--- src/hdl/two_button_debounce_press_classifier_assert.svh ---
// Assertion macros for the two-button debounce and press classifier.
// Uses the clk and rst signals of the module that includes it.
`ifndef TWO_BUTTON_DEBOUNCE_PRESS_CLASSIFIER_ASSERT_SVH
`define TWO_BUTTON_DEBOUNCE_PRESS_CLASSIFIER_ASSERT_SVH
`ifndef ASSERT_OFF
`define TBDPC_ASSERT_IMP(label, ante, cons, msg) \
  label: assert property (@(posedge clk) disable iff (rst) (ante) |-> (cons)) \
    else $error(msg);
`define TBDPC_ASSERT_NEXT(label, ante, cons, msg) \
  label: assert property (@(posedge clk) disable iff (rst) (ante) |=> (cons)) \
    else $error(msg);
`else
`define TBDPC_ASSERT_IMP(label, ante, cons, msg)
`define TBDPC_ASSERT_NEXT(label, ante, cons, msg)
`endif
`endif

--- src/hdl/tbdpc_pkg.sv ---
// Shared types and constants of the two-button debounce and press classifier.
// No dependencies.
package tbdpc_pkg;

  localparam int SAMPLE_COUNT = 4;
  localparam int PTR_W        = $clog2(SAMPLE_COUNT);
  localparam int TIME_W       = 32;
  localparam int CFG_W        = 16;
  localparam int IDX_W        = 8;
  localparam int ACT_W        = 3;
  localparam int EV_W         = 2;

  localparam logic [IDX_W-1:0] REG_DEBOUNCE    = IDX_W'(0);
  localparam logic [IDX_W-1:0] REG_PRESS_DELAY = IDX_W'(1);
  localparam logic [IDX_W-1:0] REG_LONG_PRESS  = IDX_W'(2);
  localparam logic [IDX_W-1:0] REG_LOCKOUT     = IDX_W'(3);

  localparam logic [CFG_W-1:0] RST_DEBOUNCE    = CFG_W'(50);
  localparam logic [CFG_W-1:0] RST_PRESS_DELAY = CFG_W'(100);
  localparam logic [CFG_W-1:0] RST_LONG_PRESS  = CFG_W'(1000);
  localparam logic [CFG_W-1:0] RST_LOCKOUT     = CFG_W'(300);

  localparam logic [EV_W-1:0] EV_NONE  = EV_W'(0);
  localparam logic [EV_W-1:0] EV_SHORT = EV_W'(1);
  localparam logic [EV_W-1:0] EV_LONG  = EV_W'(2);

  localparam logic [ACT_W-1:0] ACT_NONE    = ACT_W'(0);
  localparam logic [ACT_W-1:0] ACT_A_SHORT = ACT_W'(1);
  localparam logic [ACT_W-1:0] ACT_A_LONG  = ACT_W'(2);
  localparam logic [ACT_W-1:0] ACT_B_SHORT = ACT_W'(3);
  localparam logic [ACT_W-1:0] ACT_B_LONG  = ACT_W'(4);

  typedef struct packed {
    logic [CFG_W-1:0] debounce_ms;
    logic [CFG_W-1:0] press_delay_ms;
    logic [CFG_W-1:0] long_press_ms;
    logic [CFG_W-1:0] lockout_ms;
  } cfg_t;

endpackage

--- src/hdl/tbdpc_cfg.sv ---
// Configuration register file: four 16-bit timing registers.
// Depends on tbdpc_pkg.
module tbdpc_cfg
  import tbdpc_pkg::*;
(
  input  logic             clk,
  input  logic             rst,
  input  logic             wr,
  input  logic [IDX_W-1:0] index,
  input  logic [CFG_W-1:0] data,
  output cfg_t             cfg
);

  always_ff @(posedge clk) begin
    if (rst) begin
      cfg.debounce_ms    <= RST_DEBOUNCE;
      cfg.press_delay_ms <= RST_PRESS_DELAY;
      cfg.long_press_ms  <= RST_LONG_PRESS;
      cfg.lockout_ms     <= RST_LOCKOUT;
    end else if (wr) begin
      case (index)
        REG_DEBOUNCE:    cfg.debounce_ms    <= data;
        REG_PRESS_DELAY: cfg.press_delay_ms <= data;
        REG_LONG_PRESS:  cfg.long_press_ms  <= data;
        REG_LOCKOUT:     cfg.lockout_ms     <= data;
        default: ;
      endcase
    end
  end

endmodule

--- src/hdl/tbdpc_button.sv ---
// Per-button debounce ring, debounce timer and press classifier.
// Computes a poll's event; state advances on update when unlocked. Depends on tbdpc_pkg.
module tbdpc_button
  import tbdpc_pkg::*;
(
  input  logic              clk,
  input  logic              rst,
  input  cfg_t              cfg,
  input  logic [TIME_W-1:0] now_ms,
  input  logic              pin,
  input  logic              update,
  output logic [EV_W-1:0]   ev
);

  logic [SAMPLE_COUNT-1:0] hist, hist_next;
  logic [PTR_W-1:0]        wptr, wptr_next;
  logic                    prev, prev_next;
  logic                    settled, settled_next;
  logic [TIME_W-1:0]       change_at, change_at_next;
  logic [TIME_W-1:0]       press_at, press_at_next;
  logic [TIME_W-1:0]       event_at, event_at_next;
  logic                    long_seen, long_seen_next;
  logic                    handled, handled_next;

  logic              locked, stable, reading, settle, press_start, fire, is_long;
  logic [TIME_W-1:0] since_event, since_change, held;
  logic              mid_settled, mid_handled, mid_long;

  always_comb begin
    since_event  = now_ms - event_at;
    since_change = now_ms - change_at;
    locked       = since_event <= TIME_W'(cfg.lockout_ms);

    hist_next       = hist;
    hist_next[wptr] = pin;
    wptr_next       = (wptr == PTR_W'(SAMPLE_COUNT - 1)) ? '0 : wptr + PTR_W'(1);
    stable          = (&hist_next) || !(|hist_next);
    reading         = !hist_next[0];

    settle      = (reading == prev) && (since_change > TIME_W'(cfg.debounce_ms)) &&
                  (reading != settled);
    press_start = settle && !reading;
    held        = press_start ? '0 : now_ms - press_at;

    mid_settled = settle ? reading : settled;
    mid_handled = press_start ? 1'b0 : handled;
    mid_long    = press_start ? 1'b0 : long_seen;

    fire    = !mid_settled && !mid_handled && !mid_long &&
              (held > TIME_W'(cfg.press_delay_ms));
    is_long = held >= TIME_W'(cfg.long_press_ms);

    ev = EV_NONE;
    if (!locked && stable && fire) begin
      ev = is_long ? EV_LONG : EV_SHORT;
    end

    settled_next   = settled;
    change_at_next = change_at;
    press_at_next  = press_at;
    event_at_next  = event_at;
    long_seen_next = long_seen;
    handled_next   = handled;
    prev_next      = prev;
    if (stable) begin
      settled_next   = mid_settled;
      change_at_next = (reading != prev) ? now_ms : change_at;
      press_at_next  = press_start ? now_ms : press_at;
      if (fire) begin
        handled_next   = 1'b1;
        event_at_next  = now_ms;
        long_seen_next = is_long ? 1'b1 : mid_long;
      end else begin
        handled_next   = (mid_settled && mid_handled) ? 1'b0 : mid_handled;
        long_seen_next = (mid_settled && mid_handled) ? 1'b0 : mid_long;
        prev_next      = reading;
      end
    end
  end

  always_ff @(posedge clk) begin
    if (rst) begin
      hist      <= '1;
      wptr      <= '0;
      prev      <= 1'b1;
      settled   <= 1'b1;
      change_at <= '0;
      press_at  <= '0;
      event_at  <= '0;
      long_seen <= 1'b0;
      handled   <= 1'b0;
    end else if (update && !locked) begin
      hist      <= hist_next;
      wptr      <= wptr_next;
      prev      <= prev_next;
      settled   <= settled_next;
      change_at <= change_at_next;
      press_at  <= press_at_next;
      event_at  <= event_at_next;
      long_seen <= long_seen_next;
      handled   <= handled_next;
    end
  end

endmodule

--- src/hdl/two_button_debounce_press_classifier.sv ---
// An accepted poll passes the input register and then the result register, which holds its action.
// Throughput: one poll per cycle unless the output stalls; B skips its update when A has an event.
// Reset (rst, synchronous): timing registers return to 50/100/1000/300 ms, button state clears,
// both pipeline stages empty. No clearing pass; polls are taken from the first cycle after reset.
// Depends on tbdpc_pkg, tbdpc_cfg, tbdpc_button and the assertion macro header.
module two_button_debounce_press_classifier
  import tbdpc_pkg::*;
(
  input  logic              clk,
  input  logic              rst,
  input  logic              in_valid,
  output logic              in_stall,
  input  logic [TIME_W-1:0] now_ms,
  input  logic              pin_a,
  input  logic              pin_b,
  output logic              out_valid,
  input  logic              out_stall,
  output logic [ACT_W-1:0]  action,
  input  logic              cfg_valid,
  output logic              cfg_ready,
  input  logic [IDX_W-1:0]  cfg_index,
  input  logic [CFG_W-1:0]  cfg_data
);

  cfg_t              cfg;
  logic              s1_valid;
  logic [TIME_W-1:0] s1_now;
  logic              s1_pin_a, s1_pin_b;
  logic              adv, upd_a, upd_b;
  logic [EV_W-1:0]   ev_a, ev_b;
  logic [ACT_W-1:0]  action_next;

  assign cfg_ready = 1'b1;
  assign adv       = !out_valid || !out_stall;
  assign in_stall  = s1_valid && !adv;
  assign upd_a     = s1_valid && adv;
  assign upd_b     = upd_a && (ev_a == EV_NONE);

  tbdpc_cfg u_cfg (
    .clk   (clk),
    .rst   (rst),
    .wr    (cfg_valid && cfg_ready),
    .index (cfg_index),
    .data  (cfg_data),
    .cfg   (cfg)
  );

  tbdpc_button u_btn_a (
    .clk    (clk),
    .rst    (rst),
    .cfg    (cfg),
    .now_ms (s1_now),
    .pin    (s1_pin_a),
    .update (upd_a),
    .ev     (ev_a)
  );

  tbdpc_button u_btn_b (
    .clk    (clk),
    .rst    (rst),
    .cfg    (cfg),
    .now_ms (s1_now),
    .pin    (s1_pin_b),
    .update (upd_b),
    .ev     (ev_b)
  );

  always_comb begin
    case (ev_a)
      EV_SHORT: action_next = ACT_A_SHORT;
      EV_LONG:  action_next = ACT_A_LONG;
      default: begin
        case (ev_b)
          EV_SHORT: action_next = ACT_B_SHORT;
          EV_LONG:  action_next = ACT_B_LONG;
          default:  action_next = ACT_NONE;
        endcase
      end
    endcase
  end

  always_ff @(posedge clk) begin
    if (rst) begin
      s1_valid  <= 1'b0;
      out_valid <= 1'b0;
    end else begin
      if (!in_stall) begin
        s1_valid <= in_valid;
      end
      if (adv) begin
        out_valid <= s1_valid;
      end
    end
  end

  always_ff @(posedge clk) begin
    if (in_valid && !in_stall) begin
      s1_now   <= now_ms;
      s1_pin_a <= pin_a;
      s1_pin_b <= pin_b;
    end
    if (upd_a) begin
      action <= action_next;
    end
  end

`include "two_button_debounce_press_classifier_assert.svh"

  `TBDPC_ASSERT_IMP(a_stall_has_item, in_stall, s1_valid, "input stalled with empty stage")
  `TBDPC_ASSERT_IMP(a_action_range, out_valid, action <= ACT_B_LONG, "action code out of range")
  `TBDPC_ASSERT_IMP(a_b_skipped, upd_a && (ev_a != EV_NONE), !upd_b, "B updated after A event")
  `TBDPC_ASSERT_NEXT(a_result_follows, upd_a, out_valid, "processed item produced no result")

endmodule
--- config.mk ---
export PLATFORM = sky130hd
export DESIGN_NAME = two_button_debounce_press_classifier
export DESIGN_NICKNAME = d
export VERILOG_FILES = /design/src/hdl/tbdpc_pkg.sv /design/src/hdl/tbdpc_cfg.sv /design/src/hdl/tbdpc_button.sv /design/src/hdl/two_button_debounce_press_classifier.sv
export VERILOG_INCLUDE_DIRS = /design/src /design/src/hdl
export SDC_FILE = /design/constraint.sdc
export NUM_CORES = 1
export LEC_CHECK = 0
export BUFFER_PORTS_ARGS = -buffer_cell sky130_fd_sc_hd__buf_4
export CAP_MARGIN = 20
export CORE_MARGIN = 10
export CORE_UTILIZATION = 39
export DETAILED_ROUTE_END_ITERATION = 12
export GPL_TIMING_DRIVEN = 1
export SKIP_LAST_GASP = 1
export SLEW_MARGIN = 20
export SYNTH_ARGS = -nofsm -noshare
export SYNTH_HDL_FRONTEND = slang
export SYNTH_SLANG_ARGS = --single-unit
--- constraint.sdc ---
create_clock -name clk -period 18.15 [get_ports clk]
set_input_delay 1.815 -clock clk [delete_from_list [all_inputs] [get_ports clk]]
set_output_delay 1.815 -clock clk [all_outputs]
set_load 0.1 [all_outputs]
==> flow_summary.rst <==
.. list-table::
   :header-rows: 1

   * - Metric
     - Value
   * - Run status
     - finished, final reports clean
   * - Clock share of power
     - 0.415
   * - Post-synth top area share
     - 0.213
   * - Area enclosed by the die boundary
     - 77600 sq um
   * - HPWL reported at the end of detailed placement
     - between 50000 and 60000 microns
   * - Clock H-tree levels
     - 2
   * - Die Span X
     - 279 microns
   * - Headroom to the max-slew limit
     - 0.303
   * - Slowest cell on the critical path
     - sky130_fd_sc_hd__edfxtp_1
   * - Worst reg2reg setup slack
     - 8.68 ns
   * - First-pass GRT wire length
     - 122000 microns
   * - Fraction of layout cells with a size suffix above 1
     - 0.0711
   * - Number of antenna violations at the first check in global routing
     - 0
   * - Number of setup buffers added after CTS
     - 0
   * - Core ar.
     - 66100 sq um
   * - Cell area power density
     - approximately 73 nW/um^2
   * - Source-to-sink clock delay at the later pin of the worst-skew pair
     - 0.58 ns
   * - Seq pwr share
     - 0.343
   * - Classification of the worst-slack hold path
     - reg -> reg
   * - Unrepaired setup endpoints after global routing
     - false
   * - Synth Warn #
     - 0
   * - Count of antenna diodes in the layout
     - 0
   * - Cell at the root of the clock tree
     - sky130_fd_sc_hd__clkbuf_16
   * - Pint
     - between 1 and 1.5 mW
   * - Drt wl/cell
     - approximately 18 microns
   * - Overflow left after global routing
     - 0
   * - Min-Delay Path Depth
     - 2
   * - Post-Route WL
     - around 77000 microns
   * - Count of max-cap constraint violations
     - 0
   * - Switching power of the nets
     - 657 uW
   * - Sort of element at the end of the critical path
     - flop
   * - Count of fill cells added during filler insertion
     - 6722
   * - Number of synthesized flops with an enable pin
     - 37
   * - Number of storage elements in the synthesis netlist
     - 315
   * - Clock tree buffer depth
     - 3
   * - Final Setup Violations
     - 0
   * - Max Clk Rate
     - 106 MHz
   * - Setup_tns
     - 0 ns
   * - Cell count of the worst reg-to-reg path
     - 35
   * - Largest net degree at the start of global routing
     - 108
   * - Total nets after synthesis
     - 3655
   * - Vias in the first global route
     - between 20000 and 25000
   * - Time the final worst path needs with I/O delays and setup
     - 9.47 ns
   * - Via count normalized by instance count
     - 5.53
   * - Clock transition at the registers of the reported paths
     - 0.06 ns
   * - Cell taking the most area after synthesis
     - sky130_fd_sc_hd__dfxtp_1
   * - Syn Std Cell Area
     - 26100 sq um
   * - Synthesis-to-finish area growth
     - 11.1%
   * - Kind of critical path
     - reg -> reg
   * - Setup skew after layout
     - 0.0169 ns
   * - Final period util
     - 0.522
   * - Post-CTS sizing
     - 0
   * - Total of buffers placed on input and output ports
     - 67
   * - Critical Path Source Type
     - flop
   * - Top flip-flop cell by instance count after synthesis
     - sky130_fd_sc_hd__dfxtp_1
   * - Initial standard-cell utilization of the core
     - 0.395
   * - Die Y
     - 279 microns
   * - Max FO, Critical Path
     - 32
   * - Final RePlAce weighted congestion
     - 0.912
   * - Routed vias
     - 23200
   * - Peak per-stage delay on the critical path
     - 0.87 ns
   * - Clock tree from TritonCTS
     - built
   * - Yosys cell types
     - 90
   * - Tot GR Track Use
     - 0.192
   * - Worst-case vdd ir drop
     - 0.0000679 V
   * - Standard-cell row count
     - 94
   * - Antenna Nets Post-Route
     - 0
   * - Nets@finish
     - ~3700
   * - Part of the Yosys area used for sequential elements
     - 0.256
   * - Residual DRC count
     - 0
   * - Fraction of registers with async set or reset after synthesis
     - 0
   * - Instance count of the mapped netlist
     - 3265
   * - Arr. time, crit path
     - approximately 9.9 ns
   * - Required time of the critical path
     - between 15 and 20 ns
   * - Detailed Routing Iterations Pass 1
     - 7
   * - Switching Fraction
     - 0.310
   * - Leading post-synthesis cells by cell area
     - sky130_fd_sc_hd__dfxtp_1, sky130_fd_sc_hd__ha_1, sky130_fd_sc_hd__mux2i_1
   * - Most common cell in the netlist
     - sky130_fd_sc_hd__nor2_1
   * - DRC violation total after the first TritonRoute iteration
     - 1515
   * - IO Count
     - 69
   * - P_leak
     - between 10 and 15 nW
   * - Portion of total power attributed to combinational logic
     - 0.242
   * - Final total power
     - 2.12 mW
   * - Transition time of the tightest slew-check pin
     - 1.05 ns
   * - Clock Sink Count
     - 315
   * - Post-synthesis average cell area
     - around 8.0 sq um
   * - Number of hold-slack violations in the final timing report
     - 0
   * - Most instantiated cells after synthesis
     - sky130_fd_sc_hd__nor2_1, sky130_fd_sc_hd__ha_1, sky130_fd_sc_hd__inv_1, sky130_fd_sc_hd__dfxtp_1, sky130_fd_sc_hd__a21oi_1
   * - Total CTS buffers
     - a little over 40
   * - Max-slew violation count
     - 0
   * - Hold-fix buffers, CTS
     - 0
## flip-flops by register name, summed over array words and instances (netlist names), 2 cells and up
name	flops
u_btn_b.event_at	32
u_btn_b.hist	4
u_btn_a.wptr	2
u_btn_b.change_at	32
u_cfg.cfg	64
u_btn_a.press_at	32
u_btn_a.event_at	32
u_btn_b.wptr	2
u_btn_a.hist	4
u_btn_b.press_at	32
s1_now	32
action	3
u_btn_a.change_at	32
## placed cells by master (no fill, tap or decap), types with 46 or more instances in the layout
cell type,count
sky130_fd_sc_hd__xnor2_1,71
sky130_fd_sc_hd__a21o_1,82
sky130_fd_sc_hd__nand4_1,51
sky130_fd_sc_hd__inv_1,318
sky130_fd_sc_hd__xor2_1,46
sky130_fd_sc_hd__o21ai_0,147
sky130_fd_sc_hd__buf_4,112
sky130_fd_sc_hd__a21oi_1,274
sky130_fd_sc_hd__mux2i_1,198
sky130_fd_sc_hd__nor2_1,326
sky130_fd_sc_hd__nand2_1,268
sky130_fd_sc_hd__ha_1,321
sky130_fd_sc_hd__nor3_1,57
sky130_fd_sc_hd__dfxtp_1,278
sky130_fd_sc_hd__nand3_1,58
## layout make-up
| type | instances | area [sq um] | area share |
|---|---|---|---|
| multi-input combinational | 2513 | 17700 | 0.612 |
| sequential | 315 | 6680 | 0.230 |
| clock buffer | 59 | 1230 | 0.0424 |
| inverter | 318 | 1190 | 0.0412 |
| tap | 864 | 1080 | 0.0373 |
| timing repair buffer | 113 | 855 | 0.0295 |
| clock inverter | 17 | 225 | 0.00777 |
## final timing paths
path / start / end
setup / recovery: s1_now[1] / u_btn_b.press_at[26]
hold reg to reg: u_cfg.cfg[28] / u_cfg.cfg[28]
hold / removal: u_cfg.cfg[28] / u_cfg.cfg[28]
setup reg to reg: s1_now[1] / u_btn_b.press_at[26]
## power by group through the flow
stage          clock, mW  sequential [mW]  combinational, mW
4_1_cts            0.902            0.728              0.510
3_5_place_dp           0            0.743              0.507
6_report           0.879            0.728              0.513
3_3_place_gp           0            0.742              0.507
5_1_grt            0.926            0.729              0.571
2_1_floorplan          0            0.750              0.358
## worst max-delay path: cells and delay by family, from the launching register on
kind                       cells  cell delay [ns]
and+or+nand+nor               16             4.06
AOI/OAI and AO/OA             12             2.41
adders and majority gates      4             1.29
DFF                            1             0.87
muxes                          1             0.27
buffers and inverters          1             0.21
xor gates and xnor gates       1             0.14
## kinds of logic after synthesis
kind of cell,synth area share
other cells,0.000144
fa+ha+maj,0.159
mux,0.0773
compound gates,0.216
simple gates,0.187
xor+xnor,0.0393
buf+inv,0.0660
flops,0.256
## metal layers
layer	vias up	GRT usage	wire, microns
met5	-	0	0
met4	0	0.0680	2490
met3	142	0.0232	2600
met2	444	0.339	36800
met1	10900	0.238	35100
li1	11800	-	-
## per-stage QoR
stage / hold slack [ns] / std cells / setup WS [ns] / util / instance area (sq um)
2_1_floorplan: 0.432 / 3265 / 10.78 / - / 26100
3_3_place_gp: 0.440 / 4123 / 8.99 / 0.417 / 27500
3_5_place_dp: 0.445 / 4123 / 8.78 / 0.417 / 27500
4_1_cts: 0.453 / 4199 / 8.73 / 0.439 / 29000
5_1_grt: 0.469 / 4199 / 7.96 / 0.439 / 29000
6_report: 0.451 / 4199 / 8.68 / 0.439 / 29000
No activity file was read; power rests on OpenSTA's default activity.
